**config.mk**
```make
export PLATFORM = sky130hd
export DESIGN_NAME = utf8_to_utf16_transcoder_unit
export DESIGN_NICKNAME = d
export VERILOG_FILES = /design/src/sv/u8u16_pkg.sv /design/src/sv/utf8_to_utf16_transcoder_unit.sv
export SDC_FILE = /design/constraint.sdc
export NUM_CORES = 1
export LEC_CHECK = 0
export ABC_AREA = 0
export BUFFER_PORTS_ARGS = -buffer_cell sky130_fd_sc_hd__buf_2
export CAP_MARGIN = 40
export CORE_MARGIN = 2
export CORE_UTILIZATION = 60
export DETAILED_ROUTE_END_ITERATION = 8
export PLACE_DENSITY = 0.76
export SLEW_MARGIN = 20
export SYNTH_ARGS = -nofsm -noshare
export SYNTH_HDL_FRONTEND = slang
export SYNTH_SLANG_ARGS = --single-unit
export TNS_END_PERCENT = 50
```
**constraint.sdc**
```tcl
create_clock -name clk -period 4.32 [get_ports clk]
set_clock_uncertainty 0.05 [all_clocks]
set_input_delay 0.432 -clock clk [delete_from_list [all_inputs] [get_ports clk]]
set_output_delay 0.432 -clock clk [all_outputs]
set_load 0.1 [all_outputs]
```
**src/sv/u8u16_pkg.sv**
```systemverilog
`timescale 1ns / 1ps
package u8u16_pkg;

  localparam int unsigned MaxUnits = 4;

  localparam logic [15:0] Replacement = 16'hFFFD;
  localparam logic [7:0]  LeadMin     = 8'hC2;
  localparam logic [7:0]  LeadMax     = 8'hF4;
  localparam logic [7:0]  Lead3Min    = 8'hE0;
  localparam logic [7:0]  Lead4Min    = 8'hF0;
  localparam logic [7:0]  LeadE0      = 8'hE0;
  localparam logic [7:0]  LeadED      = 8'hED;
  localparam logic [7:0]  LeadF0      = 8'hF0;
  localparam logic [7:0]  LeadF4      = 8'hF4;
  localparam logic [7:0]  SecondA0    = 8'hA0;
  localparam logic [7:0]  Second90    = 8'h90;
  localparam logic [7:0]  AsciiLimit  = 8'h80;
  localparam logic [1:0]  ContTag     = 2'b10;
  localparam logic [20:0] PlaneOne    = 21'h10000;
  localparam logic [15:0] HighSurr    = 16'hD800;
  localparam logic [15:0] LowSurr     = 16'hDC00;

  typedef logic [15:0] unit_t;
  typedef logic [2:0]  unit_cnt_t;

endpackage

```
**src/sv/utf8_to_utf16_transcoder_unit.sv**
```systemverilog
`timescale 1ns / 1ps
// UTF-8 to UTF-16 transcoder.
//
// Input channel (in_valid/in_ready): one UTF-8 byte per request in in_byte,
// with end_of_string high on the string's final byte. Output channel
// (out_valid/out_ready): one UTF-16 code unit per request, is_replacement
// high when the unit is U+FFFD standing for a bad or cut-off byte, last_unit
// high on the final unit of the string. Surrogate pairs come high half first.
//
// The units released by a byte appear in the cycle after it is taken.
// Throughput, with out_ready high: one byte per cycle while each byte
// releases at most one unit. A byte that releases k units (k up to 4, on
// error flushes or a surrogate pair) holds the input while the register
// drains one unit per cycle with out_ready high until its last unit leaves.
//
// Reset clears the open sequence and empties the result register. When the
// receiver stalls, the pending units hold in the result register and in_ready
// drops whenever the register holds a unit that is not leaving this cycle.
module utf8_to_utf16_transcoder_unit (
  input  logic                 clk,
  input  logic                 rst,
  input  logic                 in_valid,
  output logic                 in_ready,
  input  logic [7:0]           in_byte,
  input  logic                 end_of_string,
  output logic                 out_valid,
  input  logic                 out_ready,
  output u8u16_pkg::unit_t     code_unit,
  output logic                 is_replacement,
  output logic                 last_unit
);
  import u8u16_pkg::*;

  // Open sequence state
  logic [7:0]  pend_lead;
  logic [1:0]  pend_cnt;
  logic [11:0] pend_pay;
  logic [7:0]  pend_lead_next;
  logic [1:0]  pend_cnt_next;
  logic [11:0] pend_pay_next;

  // Result register: units shift down as they leave
  unit_t       q_code [MaxUnits];
  logic [MaxUnits-1:0] q_repl;
  unit_cnt_t   q_cnt;
  logic        q_last;

  // Decoded bundle for the byte at the input
  unit_t       b_code [MaxUnits];
  logic [MaxUnits-1:0] b_repl;
  unit_cnt_t   b_cnt;

  logic        in_fire;
  logic        out_fire;

  logic        has_pend;
  logic [1:0]  need;
  logic        ok;
  logic        complete;
  logic        fresh;
  logic [20:0] scalar;
  logic [19:0] supp;
  logic        fresh_ascii;
  logic        fresh_lead;
  logic [1:0]  flush1;
  logic        do_flush2;
  logic [1:0]  flush2;

  assign out_valid      = (q_cnt != '0);
  assign code_unit      = q_code[0];
  assign is_replacement = q_repl[0];
  assign last_unit      = q_last && (q_cnt == unit_cnt_t'(1));

  assign out_fire = out_valid && out_ready;
  // Take a new byte once the result register empties this cycle
  assign in_ready = (q_cnt == '0) || ((q_cnt == unit_cnt_t'(1)) && out_ready);
  assign in_fire  = in_valid && in_ready;

  always_comb begin
    has_pend = (pend_lead != '0);
    if (pend_lead < Lead3Min) begin
      need = 2'd1;
    end else if (pend_lead < Lead4Min) begin
      need = 2'd2;
    end else begin
      need = 2'd3;
    end

    ok = (in_byte[7:6] == ContTag);
    if (pend_cnt == 2'd0) begin
      if (pend_lead == LeadE0 && in_byte <  SecondA0) ok = 1'b0;
      if (pend_lead == LeadED && in_byte >= SecondA0) ok = 1'b0;
      if (pend_lead == LeadF0 && in_byte <  Second90) ok = 1'b0;
      if (pend_lead == LeadF4 && in_byte >= Second90) ok = 1'b0;
    end
    if (pend_cnt >= need) ok = 1'b0;

    complete = has_pend && ok && ((pend_cnt + 2'd1) == need);
    fresh    = !has_pend || !ok;

    case (need)
      2'd1:    scalar = {10'd0, pend_lead[4:0], in_byte[5:0]};
      2'd2:    scalar = {5'd0, pend_lead[3:0], pend_pay[5:0], in_byte[5:0]};
      default: scalar = {pend_lead[2:0], pend_pay, in_byte[5:0]};
    endcase
    supp = 20'(scalar - PlaneOne);

    fresh_ascii = (in_byte < AsciiLimit);
    fresh_lead  = (in_byte >= LeadMin) && (in_byte <= LeadMax);
    flush1      = (has_pend && !ok) ? pend_cnt : 2'd0;

    // Sequence state after this byte
    pend_lead_next = pend_lead;
    pend_cnt_next  = pend_cnt;
    pend_pay_next  = pend_pay;
    if (complete) begin
      pend_lead_next = '0;
      pend_cnt_next  = '0;
      pend_pay_next  = '0;
    end else if (fresh) begin
      pend_lead_next = fresh_lead ? in_byte : 8'd0;
      pend_cnt_next  = '0;
      pend_pay_next  = '0;
    end else begin
      pend_cnt_next  = pend_cnt + 2'd1;
      pend_pay_next  = {pend_pay[5:0], in_byte[5:0]};
    end

    // A string ending with an open sequence flushes it
    do_flush2 = end_of_string && (pend_lead_next != '0);
    flush2    = pend_cnt_next;
    if (end_of_string) begin
      pend_lead_next = '0;
      pend_cnt_next  = '0;
      pend_pay_next  = '0;
    end

    // Build the bundle: leading flush, middle unit(s), trailing flush
    for (int k = 0; k < MaxUnits; k++) begin
      b_code[k] = Replacement;
    end
    b_repl = '0;
    b_cnt  = '0;

    if (has_pend && !ok) begin
      b_repl[b_cnt[1:0]] = 1'b1;
      b_cnt = b_cnt + unit_cnt_t'(1);
      for (int k = 0; k < 2; k++) begin
        if (k < int'(flush1)) begin
          b_repl[b_cnt[1:0]] = 1'b1;
          b_cnt = b_cnt + unit_cnt_t'(1);
        end
      end
    end

    if (complete) begin
      if (scalar[20:16] == '0) begin
        b_code[b_cnt[1:0]] = scalar[15:0];
        b_cnt = b_cnt + unit_cnt_t'(1);
      end else begin
        b_code[b_cnt[1:0]] = HighSurr + {6'd0, supp[19:10]};
        b_cnt = b_cnt + unit_cnt_t'(1);
        b_code[b_cnt[1:0]] = LowSurr + {6'd0, supp[9:0]};
        b_cnt = b_cnt + unit_cnt_t'(1);
      end
    end else if (fresh) begin
      if (fresh_ascii) begin
        b_code[b_cnt[1:0]] = {8'd0, in_byte};
        b_cnt = b_cnt + unit_cnt_t'(1);
      end else if (!fresh_lead) begin
        b_repl[b_cnt[1:0]] = 1'b1;
        b_cnt = b_cnt + unit_cnt_t'(1);
      end
    end

    if (do_flush2) begin
      b_repl[b_cnt[1:0]] = 1'b1;
      b_cnt = b_cnt + unit_cnt_t'(1);
      for (int k = 0; k < 2; k++) begin
        if (k < int'(flush2)) begin
          b_repl[b_cnt[1:0]] = 1'b1;
          b_cnt = b_cnt + unit_cnt_t'(1);
        end
      end
    end
  end

  // Sequence state
  always_ff @(posedge clk) begin
    if (rst) begin
      pend_lead <= '0;
      pend_cnt  <= '0;
      pend_pay  <= '0;
    end else if (in_fire) begin
      pend_lead <= pend_lead_next;
      pend_cnt  <= pend_cnt_next;
      pend_pay  <= pend_pay_next;
    end
  end

  // Result register control
  always_ff @(posedge clk) begin
    if (rst) begin
      q_cnt  <= '0;
      q_last <= 1'b0;
    end else if (in_fire) begin
      q_cnt  <= b_cnt;
      q_last <= end_of_string;
    end else if (out_fire) begin
      q_cnt  <= q_cnt - unit_cnt_t'(1);
    end
  end

  // Result register payload: load a new bundle or advance one unit
  always_ff @(posedge clk) begin
    if (in_fire) begin
      q_code <= b_code;
      q_repl <= b_repl;
    end else if (out_fire) begin
      for (int k = 0; k < MaxUnits - 1; k++) begin
        q_code[k] <= q_code[k+1];
      end
      q_repl <= {1'b0, q_repl[MaxUnits-1:1]};
    end
  end

  // The final byte of a string always releases at least one unit
  a_eos_gives_unit: assert property (@(posedge clk) disable iff (rst)
    in_fire && end_of_string |=> out_valid)
    else $error("end of string released no unit");

  a_cnt_range: assert property (@(posedge clk) disable iff (rst)
    q_cnt <= unit_cnt_t'(MaxUnits))
    else $error("result register overfilled");

  a_lead_range: assert property (@(posedge clk) disable iff (rst)
    pend_lead != '0 |-> (pend_lead >= LeadMin) && (pend_lead <= LeadMax))
    else $error("held lead outside C2..F4");

  a_idle_empty: assert property (@(posedge clk) disable iff (rst)
    pend_lead == '0 |-> (pend_cnt == '0) && (pend_pay == '0))
    else $error("continuation state held with no open sequence");

  a_cnt_below_need: assert property (@(posedge clk) disable iff (rst)
    pend_cnt != 2'd3)
    else $error("too many held continuation bytes");

endmodule

```
==> results of run 1 <==
-- cell usage after synthesis, types with 17 or more instances --
library cell and number:
nor2_1 69, edfxtp_1 68, nand2_1 61, a21oi_1 35, o21ai_0 27, dfxtp_1 26
inv_1 22, clkbuf_1 21, a22oi_1 19, buf_4 17, mux2i_1 17, nor3_1 17
-- logic make-up (layout without fill, tap and decap cells) --
logic type,Yosys count,after routing,synth area share (%)
muxes,18,18,3.53
xor gates and xnor gates,3,3,0.511
and+or+nand+nor,193,193,17.2
AOI/OAI and AO/OA,137,137,18.4
DFF,94,94,49.8
adders and majority gates,13,13,3.16
buffers and inverters,76,82,7.37
-- metrics by stage --
step	power [uW]	util [%]	hold WS, ns	instances	setup WS (ns)
floorplan	2820	-	0.382	534	0.312
global placement	2980	63.3	0.393	629	0.594
detailed placement	3030	63.6	0.406	630	0.501
CTS	3670	66.2	0.303	645	0.485
global route	3840	66.2	0.329	645	0.188
finish	3670	66.2	0.318	645	0.437
-- cell type report --
cell class,instances,area [sq um]
sequential,94,2560
tap,105,131
timing repair buffer,43,255
fill,691,2790
clock buffer,9,124
multi-input combinational,364,2210
clock inverter,6,93.8
inverter,24,90.1
-- path summary, 6_finish.rpt --
kind                      endpoint  slack, ns  depth (start not counted)
max            q_repl[1]$_DFFE_PP_       0.44                         16
min          q_cnt[2]$_SDFFE_PP0P_       0.32                          4
max reg2reg    q_repl[1]$_DFFE_PP_       0.44                         16
min reg2reg    q_last$_SDFFE_PP0P_       0.42                          2
-- registers in the layout, indices dropped and copies added (netlist names) --
register   cells
q_cnt          3
q_code        48
pend_pay      12
code_unit     16
q_repl         4
pend_cnt       2
q_last         1
pend_lead      8
-- tightest hold or removal path, stage by stage --
cell and delay [ns]:
buf_2 0.10, nor2_1 0.05, nand2_1 0.05, o21ai_1 0.05
-- layer usage --
layer | wire (um) | vias up
met4 | 451 | 0
met3 | 871 | 34
met2 | 5610 | 183
met5 | 0 | -
met1 | 5420 | 1902
li1 | - | 1909
-- power by group through the flow --
stage,Sequential [uW],Clock (uW),Combinational (uW)
after detailed placement,1390,0,1640
final,1370,656,1650
after global routing,1390,693,1760
after CTS,1370,661,1640
after floorplan,1410,0,1410
after global placement,1390,0,1600
==> qor.txt, run 1 <==
FP Rows: 33
post-layout min period: 3.88 ns
status: finished clean
hold_sp: out_ready
GR Util met3: 5.43%
internal power: 1960 uW
Synthesized Nets: 560
static leakage: 0.00197 uW
crit path cell chain: nand2b_1 -> ha_1 -> nand2b_1 -> a2111oi_2 -> o31a_4 -> and3_1 -> a32o_1 -> nand2_1 -> ha_1 -> nand2_1 -> inv_1 -> ha_1 -> nor2_1 -> nor4_1 -> o21ai_1 -> a31oi_1
initial antenna violation count: 0
Syn Inst Count: 534
placed cell area: 0.00525 sq mm
Crit path top cell by count: ha_1
most frequent cells in the layout: nor2_1, edfxtp_1, nand2_1, a21oi_1, buf_2
grt ovf: 0
Die H: 96.6 um
clk_lat worst skew: 0.36 ns
share of cells above drive strength 1: 14.3%
Clock power frac: 17.9%
Overall Global Routing Usage: 28.0%
Synth Cell Area: 0.00514 sq mm
final wirelength: 12.3 mm
critical path required time: 4.48 ns
busiest grt layer: met2
Core Area: 0.00826 sq mm
Port Buffer Count: 32
total die area: 0.00933 sq mm
register area share after synthesis: 49.8%
sw frac: 46.5%
Slowest-stage cell, CP: dfxtp_1
Worst Setup SP: pend_lead[4]$_SDFFE_PP0P_
vias: 4028
synthesized area per cell: 9.63 sq um
Reg clk slew, reported paths: 0.10 ns
RR Startpoint: pend_lead[4]$_SDFFE_PP0P_
# nets final: 562
Final period util: 89.9%
number of synthesized flops with an enable pin: 68
WL per Instance: 19.1 um
CTS tree: built
critical path fanouts, max: 14
post-synth top area share: 39.7%
met2 GRT Util: 44.2%
Yosys reg bits: 94
worst hold path type: input port to register
Post-CTS Setup Bufs: 0
hpwl dp: 8.58 mm
DRC errors left: 0
pwr dens: 671 mW/mm^2
Peak VDD IR: 523 uV
area delta synth->final: 6.30%
achievable frequency: 258 MHz
largest net degree at the start of global routing: 45
vias in the first global route: 3806
hold_buf cts: 0
CP max stage delay: 0.66 ns
Clock Sink Count: 94
Inserted Diodes: 0
drt first pass iters: 5
Final Setup Violations: 0
Async SR Flop Fraction: 0%
Seq pwr share: 37.2%
startpoint types: register
Setup Crit Path Kind: register to register
GP Congestion: 1.01
Top Ports: 33
critical path arrival: 4.04 ns
synth top area cells: edfxtp_1, dfxtp_1, nor2_1
yosys warns: 0
M1 GR Usage: 37.7%
Worst Path Buf+Inv: 1
number of H-tree levels: 3
net switching power: 1710 uW
die width: 96.6 um
CP Capture Type: register
most common library cell in the layout ignoring fill and taps: nor2_1
CTS resizes: 0
Combinational Power Share: 44.9%
Num CTS Buffers: 9
unrepaired setup endpoints after global routing: false
clk root buf: clkbuf_8
worst-margin pin slew: 0.637 ns
Design Area, Final: 0.00547 sq mm
Initial Util: 62.3%
Synth area leader: edfxtp_1
max-slew violations: 0
Synth Flop Type: edfxtp_1
setup tns final: 0 ns
slew margin rel.: 57.2%
maxcap violations: 0
Final Hold Fails: 0
Routed Antenna Nets: 0
first-pass GRT wire length: 19.4 mm
critical path's top delay family: compound AO/OA/AOI/OAI gates
DRT iter0 DRCs: 333
Yosys cell types: 62
clk buf depth: 2
vias per inst: 6.24
(Power assumes the default switching activity.)
==> run 2, diff against run 1 <==
Settings changed: CORE_MARGIN 2 to unset, GPL_TIMING_DRIVEN set to 0.
==> run 2 against run 1 <==
Against the previous run: core utilization up 2.2 points; design area up 3.3%; routed wire length up 6.6%; critical path depth up 3; fmax down 4.3%; first-iteration DRC count up 28%; die area down 4.1%; sequential power about the same; largest cell class unchanged; highest routed layer unchanged.
==> qor.txt, run 2 (synthesized netlist as in run 1, its figures left out) <==
static leakage: 0.00208 uW (was 0.00197 uW)
Hold Path Depth: 4 (unchanged)
Clock Sink Count: 94 (unchanged)
Biggest register: q_code (unchanged)
grt ovf: 0 (unchanged)
unrepaired setup endpoints after global routing: false (unchanged)
r2r worst-path depth: 19 (was 16)
Seq pwr share: 36.5% (was 37.2%)
largest net degree at the start of global routing: 40 (was 45)
startpoint types: register (unchanged)
CTS tree: built (unchanged)
# nets final: 600 (was 562)
met2 GRT Util: 45.2% (was 44.2%)
status: finished clean (unchanged)
Final Hold Fails: 0 (unchanged)
share of cells above drive strength 1: 16.4% (was 14.3%)
Final Setup Violations: 0 (unchanged)
Routed Antenna Nets: 0 (unchanged)
Clock power frac: 15.6% (was 17.9%)
vias: 4337 (was 4028)
GP Congestion: 0.943 (was 1.01)
Combinational Power Share: 47.9% (was 44.9%)
DRT iter0 DRCs: 425 (was 333)
Setup Crit Path Kind: register to register (unchanged)
fillers: 643 (was 691)
critical path arrival: 4.12 ns (was 4.04 ns)
Port Buffer Count: 27 (was 32)
die width: 94.6 um (was 96.6 um)
vias per inst: 6.34 (was 6.24)
RR Startpoint: pend_lead[7]$_SDFFE_PP0P_ (was pend_lead[4]$_SDFFE_PP0P_)
final wirelength: 13.2 mm (was 12.3 mm)
Worst Setup SP: pend_lead[7]$_SDFFE_PP0P_ (was pend_lead[4]$_SDFFE_PP0P_)
first-pass GRT wire length: 20.7 mm (was 19.4 mm)
critical path fanouts, max: 10 (was 14)
setup tns final: 0 ns (unchanged)
post-layout min period: 4.06 ns (was 3.88 ns)
Reg clk slew, reported paths: 0.11 ns (was 0.10 ns)
Core Area: 0.00826 sq mm (unchanged)
internal power: 1950 uW (was 1960 uW)
R2R setup slack: 0.26 ns (was 0.44 ns)
hold_sp: out_ready (unchanged)
Die H: 94.6 um (was 96.6 um)
CP max stage delay: 0.42 ns (was 0.66 ns)
M1 GR Usage: 43.8% (was 37.7%)
busiest grt layer: met2 (unchanged)
area delta synth->final: 9.85% (was 6.30%)
Overall Global Routing Usage: 31.4% (was 28.0%)
Largest register FFs: 48 (unchanged)
WL per Instance: 19.3 um (was 19.1 um)
hold_buf cts: 0 (unchanged)
Slowest-stage cell, CP: dfxtp_1 (unchanged)
slew margin rel.: 45.7% (was 57.2%)
Num CTS Buffers: 9 (unchanged)
vias in the first global route: 3995 (was 3806)
most common library cell in the layout ignoring fill and taps: nor2_1 (unchanged)
initial antenna violation count: 0 (unchanged)
crit path cell chain: and3_1 -> clkbuf_4 -> nand2b_1 -> ha_1 -> nand2b_1 -> a2111oi_4 -> o31a_4 -> nand2_2 -> buf_4 -> a32o_1 -> nand2_1 -> ha_1 -> nand2_1 -> inv_1 -> ha_1 -> nor2_1 -> nor4_1 -> o21ai_1 -> a31oi_1 (was nand2b_1 -> ha_1 -> nand2b_1 -> a2111oi_2 -> o31a_4 -> and3_1 -> a32o_1 -> nand2_1 -> ha_1 -> nand2_1 -> inv_1 -> ha_1 -> nor2_1 -> nor4_1 -> o21ai_1 -> a31oi_1)
clk_lat worst skew: 0.38 ns (was 0.36 ns)
clk buf depth: 2 (unchanged)
maxcap violations: 0 (unchanged)
CP Capture Type: register (unchanged)
hpwl dp: 9.09 mm (was 8.58 mm)
clk root buf: clkbuf_8 (unchanged)
worst-margin pin slew: 0.809 ns (was 0.637 ns)
number of H-tree levels: 3 (unchanged)
Design Area, Final: 0.00565 sq mm (was 0.00547 sq mm)
drt first pass iters: 5 (unchanged)
FP Rows: 33 (unchanged)
Top Ports: 33 (unchanged)
Inserted Diodes: 0 (unchanged)
Final period util: 93.9% (was 89.9%)
achievable frequency: 246 MHz (was 258 MHz)
GR Util met3: 7.25% (was 5.43%)
RR Endpoint: q_repl[1]$_DFFE_PP_ (unchanged)
pwr dens: 664 mW/mm^2 (was 671 mW/mm^2)
Crit path top cell by count: ha_1 (unchanged)
placed cell area: 0.00543 sq mm (was 0.00525 sq mm)
net switching power: 1800 uW (was 1710 uW)
critical path required time: 4.38 ns (was 4.48 ns)
total die area: 0.00895 sq mm (was 0.00933 sq mm)
DRC errors left: 0 (unchanged)
worst hold path type: input port to register (unchanged)
Initial Util: 62.3% (unchanged)
Peak VDD IR: 496 uV (was 523 uV)
WHS Endpoint: q_cnt[2]$_SDFFE_PP0P_ (unchanged)
max-slew violations: 0 (unchanged)
most frequent cells in the layout: nor2_1, edfxtp_1, nand2_1, buf_2, a21oi_1 (was nor2_1, edfxtp_1, nand2_1, a21oi_1, buf_2)
sw frac: 48.0% (was 46.5%)
-- run 2: cell count changes in the layout (fill, tap and decap cells not counted), moves of 2 or more --
cell       change
buf_4          +8
buf_2          +6
bufinv_16      -2
clkbuf_1      +20
buf_6          +2
inv_8          +2
-- run 2: worst max-delay path by stage --
stage | endpoint | cells past startpoint
detailed placement | q_repl[1]$_DFFE_PP_ | 19
global route | q_repl[1]$_DFFE_PP_ | 17
finish | q_repl[1]$_DFFE_PP_ | 19
floorplan | code_unit[1]$_DFFE_PP_ | 9
CTS | q_repl[1]$_DFFE_PP_ | 19
global placement | q_repl[1]$_DFFE_PP_ | 19
-- run 2: final cells by class --
cell class                 count  area (sq um)  area share (%)
sequential                    94          2560            45.4
multi-input combinational    364          2220            39.2
buffer                        52           293            5.18
timing repair buffer          29           163            2.88
tap                          105           131            2.33
clock buffer                   9           124            2.19
inverter                      24          90.1            1.59
clock inverter                 7          68.8            1.22
-- run 2: metal layers --
| layer | vias up | part of all wire (%) |
|---|---|---|
| met5 | - | 0 |
| met4 | 0 | 4.3 |
| met3 | 47 | 10 |
| met2 | 263 | 44 |
| met1 | 2033 | 42 |
| li1 | 1994 | - |
-- run 2: what timing repair did --
action	CTS	global route
endpoints found under the setup margin	0	3
gates resized for setup	0	3
hold endpoints to repair	0	0
buffers inserted	0	1
-- run 2: through the flow --
| stage | std cells | power [uW] | util (%) | hold slack [ns] | worst slack [ns] |
|---|---|---|---|---|---|
| 3_5_place_dp | 667 | 3170 | 65.8 | 0.399 | 0.181 |
| 2_1_floorplan | 534 | 2820 | - | 0.382 | 0.312 |
| 6_report | 684 | 3750 | 68.4 | 0.297 | 0.263 |
| 3_3_place_gp | 666 | 3130 | 65.5 | 0.393 | 0.253 |
| 5_1_grt | 684 | 3920 | 68.4 | 0.329 | 0.0185 |
| 4_1_cts | 683 | 3740 | 68.1 | 0.277 | 0.178 |
-- run 2: critical path, delay by kind of cell, from the launching register on --
family	cells	cell delay, ns
fa+ha+maj	3	0.75
simple gates	8	0.94
compound gates	5	1.11
flops	1	0.42
buf+inv	3	0.53
-- run 2: power groups by stage --
stage	clock [uW]	sequential, uW	combinational (uW)
global route	617	1390	1910
global placement	0	1390	1730
floorplan	0	1410	1410
detailed placement	0	1390	1780
finish	583	1370	1800
CTS	588	1370	1780
